### config.mk
export PLATFORM = sky130hd
export DESIGN_NAME = periodic_timer_queue
export DESIGN_NICKNAME = d
export VERILOG_FILES = /design/src/rtl/core/ptq_pkg.sv /design/src/rtl/core/ptq_ram.sv /design/src/rtl/core/ptq_seq.sv /design/src/rtl/core/periodic_timer_queue.sv
export SDC_FILE = /design/constraint.sdc
export NUM_CORES = 2
export LEC_CHECK = 0
export CAP_MARGIN = 20
export CORE_MARGIN = 8
export CORE_UTILIZATION = 40
export DETAILED_ROUTE_END_ITERATION = 10
export DONT_BUFFER_PORTS = 1
export PLACE_DENSITY_LB_ADDON = 0.15
export SETUP_SLACK_MARGIN = 0.02
export SYNTH_ARGS = -nofsm -noshare
export SYNTH_HDL_FRONTEND = slang
export SYNTH_SLANG_ARGS = --single-unit
export TNS_END_PERCENT = 20
### constraint.sdc
create_clock -name clk -period 15.1 [get_ports clk]
set_input_delay 4.53 -clock clk [delete_from_list [all_inputs] [get_ports clk]]
set_output_delay 4.53 -clock clk [all_outputs]
set_load 0.005 [all_outputs]
### src/rtl/core/ptq_pkg.sv
// types and constants shared by the periodic timer queue modules
package ptq_pkg;

	localparam int ID_W     = 4;
	localparam int PERIOD_W = 32;
	localparam int OP_W     = 2;
	localparam int IN_W     = 40;
	localparam int OUT_W    = 8;

	localparam logic [OP_W-1:0] OP_ADD    = 2'd0;
	localparam logic [OP_W-1:0] OP_REMOVE = 2'd1;
	localparam logic [OP_W-1:0] OP_TICK   = 2'd2;

	typedef enum logic [1:0] {
		ST_OK,
		ST_FULL,
		ST_ACTIVE,
		ST_NOT_ACTIVE
	} status_t;

	typedef struct packed {
		status_t           status;
		logic              fired;
		logic [ID_W-1:0]   fired_timer;
		logic              last;
	} res_t;

endpackage

### src/rtl/core/ptq_ram.sv
// generic single write, single read ram with registered read data
module ptq_ram #(
	parameter int WIDTH = 84,
	parameter int DEPTH = 16
) (
	input  logic                     clk,
	input  logic                     wr_en,
	input  logic [$clog2(DEPTH)-1:0] wr_addr,
	input  logic [WIDTH-1:0]         wr_data,
	input  logic                     rd_en,
	input  logic [$clog2(DEPTH)-1:0] rd_addr,
	output logic [WIDTH-1:0]         rd_data
);

	logic [WIDTH-1:0] mem [DEPTH];

	always_ff @(posedge clk) begin
		if (wr_en) begin
			mem[wr_addr] <= wr_data;
		end
		if (rd_en) begin
			rd_data <= mem[rd_addr];
		end
	end

endmodule

### src/rtl/core/ptq_seq.sv
// sequencer walking the sorted timer list held in the ram
module ptq_seq
	import ptq_pkg::*;
#(
	parameter int TIMER_SLOTS = 16,
	parameter int TIME_WIDTH  = 48
) (
	input  logic                                     clk,
	input  logic                                     arst_n,
	input  logic                                     in_valid,
	output logic                                     in_ready,
	input  logic [OP_W-1:0]                          in_op,
	input  logic [ID_W-1:0]                          in_id,
	input  logic [PERIOD_W-1:0]                      in_per,
	output logic                                     res_valid,
	input  logic                                     res_ready,
	output res_t                                     res,
	output logic                                     wr_en,
	output logic [$clog2(TIMER_SLOTS)-1:0]           wr_addr,
	output logic [TIME_WIDTH+PERIOD_W+ID_W-1:0]      wr_data,
	output logic                                     rd_en,
	output logic [$clog2(TIMER_SLOTS)-1:0]           rd_addr,
	input  logic [TIME_WIDTH+PERIOD_W+ID_W-1:0]      rd_data
);

	localparam int AW = $clog2(TIMER_SLOTS);
	localparam int CW = $clog2(TIMER_SLOTS + 1);
	localparam int TW = TIME_WIDTH;
	localparam int EW = TW + PERIOD_W + ID_W;
	localparam int NID = 1 << ID_W;

	typedef enum logic [3:0] {
		S_IDLE, S_ADD_RD, S_ADD_EV, S_REM_RD, S_REM_EV,
		S_TK_RD0, S_TK_EV0, S_TK_RD, S_TK_EV, S_TK_END, S_RESP
	} state_t;

	function automatic logic [TW-1:0] sat_add(input logic [TW-1:0] a,
		input logic [PERIOD_W-1:0] b);
		logic [TW:0] s;
		s = {1'b0, a} + {{(TW + 1 - PERIOD_W){1'b0}}, b};
		return s[TW] ? {TW{1'b1}} : s[TW-1:0];
	endfunction

	state_t               state_q;
	logic [TW-1:0]        time_q;
	logic [TW-1:0]        dl_q;
	logic [PERIOD_W-1:0]  per_q;
	logic [ID_W-1:0]      id_q;
	logic [CW-1:0]        k_q;
	logic [CW-1:0]        count_q;
	logic [CW-1:0]        budget_q;
	logic                 found_q;
	logic [NID-1:0]       active_q;
	logic                 pend_v_q;
	logic [ID_W-1:0]      pend_id_q;
	status_t              stat_q;

	logic [TW-1:0]        rd_dl;
	logic [PERIOD_W-1:0]  rd_per;
	logic [ID_W-1:0]      rd_tid;
	logic [CW-1:0]        km1;
	logic [EW-1:0]        new_entry;
	logic                 expired;
	logic                 mv_cond;
	logic                 fire_ok;
	logic [PERIOD_W-1:0]  per_fix;

	assign rd_dl     = rd_data[EW-1 -: TW];
	assign rd_per    = rd_data[PERIOD_W+ID_W-1 -: PERIOD_W];
	assign rd_tid    = rd_data[ID_W-1:0];
	assign km1       = k_q - CW'(1);
	assign new_entry = {dl_q, per_q, id_q};
	assign expired   = rd_dl <= time_q;
	// first step keeps the timer in front on an equal deadline
	assign mv_cond   = (k_q == CW'(1)) ? (rd_dl < dl_q) : (rd_dl <= dl_q);
	assign fire_ok   = !pend_v_q || res_ready;
	assign per_fix   = (in_per == '0) ? PERIOD_W'(1) : in_per;
	assign in_ready  = state_q == S_IDLE;

	always_comb begin
		rd_en     = 1'b0;
		rd_addr   = '0;
		wr_en     = 1'b0;
		wr_addr   = '0;
		wr_data   = new_entry;
		res_valid = 1'b0;
		res       = '{status: ST_OK, fired: 1'b0, fired_timer: '0, last: 1'b1};
		case (state_q)
			S_ADD_RD: begin
				if (k_q != '0) begin
					rd_en   = 1'b1;
					rd_addr = km1[AW-1:0];
				end else begin
					wr_en = 1'b1;
				end
			end
			S_ADD_EV: begin
				wr_en   = 1'b1;
				wr_addr = k_q[AW-1:0];
				if (rd_dl > dl_q) begin
					wr_data = rd_data;
				end
			end
			S_REM_RD: begin
				if (k_q != count_q) begin
					rd_en   = 1'b1;
					rd_addr = k_q[AW-1:0];
				end
			end
			S_REM_EV: begin
				wr_en   = found_q;
				wr_addr = km1[AW-1:0];
				wr_data = rd_data;
			end
			S_TK_RD0: begin
				rd_en = budget_q != '0;
			end
			S_TK_EV0: begin
				res_valid = expired && pend_v_q;
				res       = '{status: ST_OK, fired: 1'b1, fired_timer: pend_id_q, last: 1'b0};
			end
			S_TK_RD: begin
				if (k_q == count_q) begin
					wr_en   = 1'b1;
					wr_addr = km1[AW-1:0];
				end else begin
					rd_en   = 1'b1;
					rd_addr = k_q[AW-1:0];
				end
			end
			S_TK_EV: begin
				wr_en   = 1'b1;
				wr_addr = km1[AW-1:0];
				if (mv_cond) begin
					wr_data = rd_data;
				end
			end
			S_TK_END: begin
				res_valid = pend_v_q;
				res       = '{status: ST_OK, fired: 1'b1, fired_timer: pend_id_q, last: 1'b1};
			end
			S_RESP: begin
				res_valid  = 1'b1;
				res.status = stat_q;
			end
			default: begin
			end
		endcase
	end

	always_ff @(posedge clk or negedge arst_n) begin
		if (!arst_n) begin
			state_q   <= S_IDLE;
			time_q    <= '0;
			count_q   <= '0;
			active_q  <= '0;
			pend_v_q  <= 1'b0;
			k_q       <= '0;
			budget_q  <= '0;
			found_q   <= 1'b0;
			stat_q    <= ST_OK;
			dl_q      <= '0;
			per_q     <= '0;
			id_q      <= '0;
			pend_id_q <= '0;
		end else begin
			case (state_q)
				S_IDLE: begin
					if (in_valid) begin
						id_q <= in_id;
						case (in_op)
							OP_ADD: begin
								if (active_q[in_id]) begin
									stat_q  <= ST_ACTIVE;
									state_q <= S_RESP;
								end else if (count_q == CW'(TIMER_SLOTS)) begin
									stat_q  <= ST_FULL;
									state_q <= S_RESP;
								end else begin
									dl_q    <= sat_add(time_q, per_fix);
									per_q   <= per_fix;
									k_q     <= count_q;
									state_q <= S_ADD_RD;
								end
							end
							OP_REMOVE: begin
								if (!active_q[in_id]) begin
									stat_q  <= ST_NOT_ACTIVE;
									state_q <= S_RESP;
								end else begin
									k_q     <= '0;
									found_q <= 1'b0;
									state_q <= S_REM_RD;
								end
							end
							OP_TICK: begin
								time_q   <= sat_add(time_q, PERIOD_W'(1));
								budget_q <= count_q;
								state_q  <= S_TK_RD0;
							end
							default: begin
							end
						endcase
					end
				end
				S_ADD_RD: begin
					if (k_q != '0) begin
						state_q <= S_ADD_EV;
					end else begin
						active_q[id_q] <= 1'b1;
						count_q        <= count_q + CW'(1);
						stat_q         <= ST_OK;
						state_q        <= S_RESP;
					end
				end
				S_ADD_EV: begin
					if (rd_dl > dl_q) begin
						k_q     <= km1;
						state_q <= S_ADD_RD;
					end else begin
						active_q[id_q] <= 1'b1;
						count_q        <= count_q + CW'(1);
						stat_q         <= ST_OK;
						state_q        <= S_RESP;
					end
				end
				S_REM_RD: begin
					if (k_q == count_q) begin
						active_q[id_q] <= 1'b0;
						count_q        <= count_q - CW'(1);
						stat_q         <= ST_OK;
						state_q        <= S_RESP;
					end else begin
						state_q <= S_REM_EV;
					end
				end
				S_REM_EV: begin
					if (!found_q && rd_tid == id_q) begin
						found_q <= 1'b1;
					end
					k_q     <= k_q + CW'(1);
					state_q <= S_REM_RD;
				end
				S_TK_RD0: begin
					state_q <= (budget_q != '0) ? S_TK_EV0 : S_TK_END;
				end
				S_TK_EV0: begin
					if (!expired) begin
						state_q <= S_TK_END;
					end else if (fire_ok) begin
						// hold this firing back until we know whether another follows
						pend_v_q  <= 1'b1;
						pend_id_q <= rd_tid;
						dl_q      <= sat_add(rd_dl, rd_per);
						per_q     <= rd_per;
						id_q      <= rd_tid;
						budget_q  <= budget_q - CW'(1);
						k_q       <= CW'(1);
						state_q   <= S_TK_RD;
					end
				end
				S_TK_RD: begin
					state_q <= (k_q == count_q) ? S_TK_RD0 : S_TK_EV;
				end
				S_TK_EV: begin
					if (mv_cond) begin
						k_q     <= k_q + CW'(1);
						state_q <= S_TK_RD;
					end else begin
						state_q <= S_TK_RD0;
					end
				end
				S_TK_END: begin
					if (fire_ok) begin
						pend_v_q <= 1'b0;
						state_q  <= S_IDLE;
					end
				end
				S_RESP: begin
					if (res_ready) begin
						state_q <= S_IDLE;
					end
				end
				default: begin
					state_q <= S_IDLE;
				end
			endcase
		end
	end

endmodule

### src/rtl/core/periodic_timer_queue.sv
// periodic timer queue: list of timers sorted by deadline, kept in one ram
// add: entries with a later deadline are moved back one slot each, then the new timer is written
// remove: every stored entry is read and those behind the removed timer move forward one slot; tick: the front
// timer is checked, and each fired timer is rescheduled and moved back through the list to its new place
// one request is worked at a time; results leave through an output register, stalls add cycles
// reset clears time, entry count, active map and handshakes; list ram is not cleared
module periodic_timer_queue
	import ptq_pkg::*;
#(
	parameter int TIMER_SLOTS = 16,
	parameter int TIME_WIDTH  = 48
) (
	input  logic             clk,
	input  logic             arst_n,
	input  logic             s_tvalid,
	output logic             s_tready,
	input  logic [IN_W-1:0]  s_tdata,   // timer_id[3:0], period[35:4]
	input  logic [OP_W-1:0]  s_tuser,   // opcode[1:0]
	output logic             m_tvalid,
	input  logic             m_tready,
	output logic [OUT_W-1:0] m_tdata,   // status[1:0], fired_timer[5:2]
	output logic             m_tuser,   // fired[0]
	output logic             m_tlast
);

	localparam int AW = $clog2(TIMER_SLOTS);
	localparam int EW = TIME_WIDTH + PERIOD_W + ID_W;

	logic          wr_en;
	logic [AW-1:0] wr_addr;
	logic [EW-1:0] wr_data;
	logic          rd_en;
	logic [AW-1:0] rd_addr;
	logic [EW-1:0] rd_data;
	logic          res_valid;
	logic          res_ready;
	res_t          res;
	logic          m_tvalid_q;
	res_t          out_q;

	ptq_ram #(.WIDTH(EW), .DEPTH(TIMER_SLOTS)) u_ram (
		.clk     (clk),
		.wr_en   (wr_en),
		.wr_addr (wr_addr),
		.wr_data (wr_data),
		.rd_en   (rd_en),
		.rd_addr (rd_addr),
		.rd_data (rd_data)
	);

	ptq_seq #(.TIMER_SLOTS(TIMER_SLOTS), .TIME_WIDTH(TIME_WIDTH)) u_seq (
		.clk       (clk),
		.arst_n    (arst_n),
		.in_valid  (s_tvalid),
		.in_ready  (s_tready),
		.in_op     (s_tuser),
		.in_id     (s_tdata[3:0]),
		.in_per    (s_tdata[35:4]),
		.res_valid (res_valid),
		.res_ready (res_ready),
		.res       (res),
		.wr_en     (wr_en),
		.wr_addr   (wr_addr),
		.wr_data   (wr_data),
		.rd_en     (rd_en),
		.rd_addr   (rd_addr),
		.rd_data   (rd_data)
	);

	assign res_ready = !m_tvalid_q || m_tready;

	always_ff @(posedge clk or negedge arst_n) begin
		if (!arst_n) begin
			m_tvalid_q <= 1'b0;
		end else if (res_ready) begin
			m_tvalid_q <= res_valid;
		end
	end

	always_ff @(posedge clk) begin
		if (res_ready && res_valid) begin
			out_q <= res;
		end
	end

	assign m_tvalid = m_tvalid_q;
	assign m_tdata  = {2'b00, out_q.fired_timer, out_q.status};
	assign m_tuser  = out_q.fired;
	assign m_tlast  = out_q.last;

`ifndef ASSERT_OFF
	a_idle_no_result: assert property (@(posedge clk) disable iff (!arst_n)
		s_tready |-> !res_valid)
		else $error("result offered while taking a new request");

	a_result_loaded: assert property (@(posedge clk) disable iff (!arst_n)
		res_valid && res_ready |=> m_tvalid)
		else $error("accepted result not presented");

	a_fired_ok: assert property (@(posedge clk) disable iff (!arst_n)
		res_valid && res.fired |-> res.status == ST_OK)
		else $error("fired result with non-ok status");
`endif

endmodule

==> impl_metrics.tcl <==
set metrics [dict create \
    wl_per_cell_um 24.6 \
    path_clk_slew_ns 0.06 \
    worst_slew_pin_slew_ns 1.17 \
    initial_core_util_pct 40.2 \
    grt_use_total_pct 20.0 \
    die_h_um 442 \
    synth_area_leaders "edfxtp_1 (59%), dfrtp_1 (6.1%), nand2_1 (5.0%), a211oi_1 (4.5%), ha_1 (3.0%)" \
    cts_max_path_buffers 3 \
    grt_pass1_wl_um 302000 \
    row_count 156 \
    area_growth_pct 10.8 \
    p_leak_nw 27.3 \
    post_cts_buffers 0 \
    drive_gt1_share_pct 7.75 \
    drt-total-wl_um 202000 \
    status "complete, no violations" \
    io-pin-count 58 \
    synth_edf_count 1436 \
    layout.nets 5926 \
    cts_buffers 173 \
    grt_max_degree 187 \
    tns_ns 0 \
    grt_pass1_vias 45248 \
    finalSetupViolCount 0 \
    route.vias.total 47035 \
    pwr_density_cell_nw_per_um2 221 \
    ys_ff_latch 1612 \
    drcViolationCount 0 \
    clock_latency_ns 0.80 \
    io_buffers 0 \
    antenna_found_initial 4 \
    viasPerCell 5.73 \
    arrival_ns 9.25 \
    gp_congestion 0.886 \
    crit_type "in -> reg" \
    cts.sinks 1612 \
    cts-htree-levels 4 \
    min_period_over_period_pct 56.6 \
    clockRootBuffer "clkbuf_16" \
    yosysTopAreaCell "edfxtp_1" \
    worstHoldPathType "reg -> reg" \
    finClkSkew_ns 0.0355 \
    max-slew-margin-rel_pct 22.0 \
    cp_max_fo 32 \
    cts_hold_buf 0 \
    die_x_um 442 \
    cts_tree "yes" \
    core-area_um2 181000 \
    synth_area_um2 72600 \
    min_period_ns 8.54 \
    max_freq_mhz 117 \
    synth_top_area_share_pct 59.4 \
    endpoint_kind "register" \
    async_reset_ff_share_pct 10.9 \
    ys_types 93 \
    die_area_um2 195000 \
    slew_viol_final 0 \
    gr-total-overflow 0 \
    yosys_warnings 0 \
    avgSynthCellArea_um2 12.5 \
    hpwl_um 112000 \
    holdWs_ns 0.499 \
    critPathLaunchType "input port" \
    seq_area_frac_synth_pct 65.5 \
    ant_nets 0 \
    hold_viol_final 0 \
    peakVddDrop_v 0.000169 \
    critPathRequiredTime_ns 15.80 \
    rsz0062_at_grt "no" \
    drtPass1Iterations 5 \
    drt_first_iter_violations 3976 \
    synthCells 5824 \
    maxCapViolCount 0 \
    synthFlopType "edfxtp_1" \
    postCtsResizedCells 0 \
]
-- synthesized netlist by cell type, drive strengths merged (6+ instances only) --
| master | number |
|---|---|
| ha | 173 |
| a22oi | 7 |
| o211ai | 18 |
| edfxtp | 1436 |
| o32ai | 6 |
| o22ai | 14 |
| xnor2 | 95 |
| mux2 | 60 |
| o21a | 9 |
| o21ai | 180 |
| dfrtp | 176 |
| a211oi | 436 |
| nand2 | 961 |
| xor2 | 35 |
| or3 | 6 |
| nor4 | 31 |
| buf | 107 |
| a221oi | 14 |
| nand3 | 70 |
| nand2b | 14 |
| nor2 | 144 |
| nor3 | 56 |
| o31ai | 13 |
| and2 | 345 |
| o221ai | 35 |
| a31oi | 225 |
| a21o | 34 |
| inv | 143 |
| clkbuf | 303 |
| nand4 | 37 |
| and3 | 26 |
| and4 | 11 |
| a21oi | 325 |
| a311oi | 171 |
| o21bai | 10 |
| nor2b | 15 |
-- registers in the layout, indices dropped and copies added (netlist names), 2 cells and up, named ones only --
register         count
m_tdata              6
u_ram.mem         1344
u_ram.rd_data       84
u_seq.budget_q       5
u_seq.count_q        5
u_seq.dl_q          48
u_seq.id_q           4
u_seq.k_q            5
u_seq.pend_id_q      4
u_seq.per_q         32
u_seq.stat_q         2
u_seq.state_q        4
u_seq.time_q        48
-- power breakdown --
part / switching (W) / internal, W / total, W
clock network: 0.00175 / 0.00230 / 0.00405
registers: 0.000498 / 0.00675 / 0.00725
logic: 0.00452 / 0.00198 / 0.00650
-- critical path, cell delays in order --
cell and delay (ns):
nor4_1 0.32, nand4_1 0.14, o21bai_1 0.64, ha_1 0.33, fa_1 0.25, a211oi_1 0.10
o21ai_0 0.45, o2111a_1 0.30, o211ai_1 0.20, a21oi_1 0.43, a31oi_1 0.20, buf_4 0.22
o21ai_4 0.26, buf_4 0.48, o221ai_1 0.19, o21ai_0 0.15
-- metrics by stage --
step	area (um^2)	util, %	power, W	setup WS, ns	std cells
global placement	75000	41.5	0.0137	5.81	7895
detailed placement	75000	41.5	0.0138	5.83	7897
CTS	80400	44.5	0.0179	6.68	8211
global route	80400	44.5	0.0188	6.32	8214
floorplan	72600	-	0.0115	7.08	5825
finish	80400	44.5	0.0178	6.56	8215
-- area by class of cell --
class	count	area [um^2]
clock buffer	230	4710
inverter	144	541
tap	2370	2970
fill	16313	100000
sequential	1612	47500
timing repair buffer	114	1040
multi-input combinational	3659	23000
clock inverter	84	658
antenna	2	5.00
-- worst paths after layout --
path                                      endpoint  slack [ns]               from  cells past startpoint
min in group asynchronous       u_seq.pend_id_q[3]        3.42             arst_n                      0
worst min-delay path                      register        0.50           register                      1
max in group asynchronous           u_seq.dl_q[32]       11.10             arst_n                      0
worst min register to register            register        0.50           register                      1
worst max register to register   u_ram.mem[10][48]        9.43  u_ram.rd_data[51]                     10
worst max-delay path                 u_seq.dl_q[8]        6.56        s_tdata[28]                     16
-- layout by cell type (no fill, tap or decap), types with 14 or more instances in the layout --
| master | count |
|---|---|
| a21o_1 | 34 |
| nand2_1 | 960 |
| nor2_1 | 130 |
| dfrtp_1 | 176 |
| a21oi_1 | 321 |
| a31oi_1 | 225 |
| a311oi_1 | 171 |
| a221oi_1 | 14 |
| nor4_1 | 27 |
| ha_1 | 173 |
| o211ai_1 | 18 |
| clkinv_2 | 24 |
| nor3_1 | 54 |
| xor2_1 | 35 |
| nand4_1 | 36 |
| buf_4 | 98 |
| nor2_4 | 14 |
| mux2_2 | 60 |
| o21ai_1 | 23 |
| edfxtp_1 | 1436 |
| inv_1 | 143 |
| and2_1 | 345 |
| clkinv_1 | 37 |
| clkbuf_16 | 178 |
| nand3_1 | 70 |
| o21ai_0 | 155 |
| o221ai_1 | 35 |
| a211oi_1 | 436 |
| and3_1 | 25 |
| clkbuf_1 | 46 |
| xnor2_1 | 95 |
-- kinds of logic (layout without fill, tap and decap cells) --
kind of cell	after synthesis	count (layout)	share of synthesized area [%]
XOR/XNOR	130	130	1.57
adder cells (fa/ha/maj)	176	176	3.07
buffers and inverters	554	572	3.18
flip-flops	1612	1612	65.5
AO/OA/AOI/OAI	1547	1547	14.4
other	1	4	0.00517
AND/OR/NAND/NOR	1734	1734	11.1
multiplexers	70	70	1.18
-- layer usage --
layer  track usage [%]  part of all wire [%]  wire length [um]
met5                 0                     0                 0
met1              28.3                    45             91600
met3              2.67                   4.7              9570
met4              5.34                   2.6              5160
met2              32.6                    47             95600
Power figures use the tool's default switching activity.
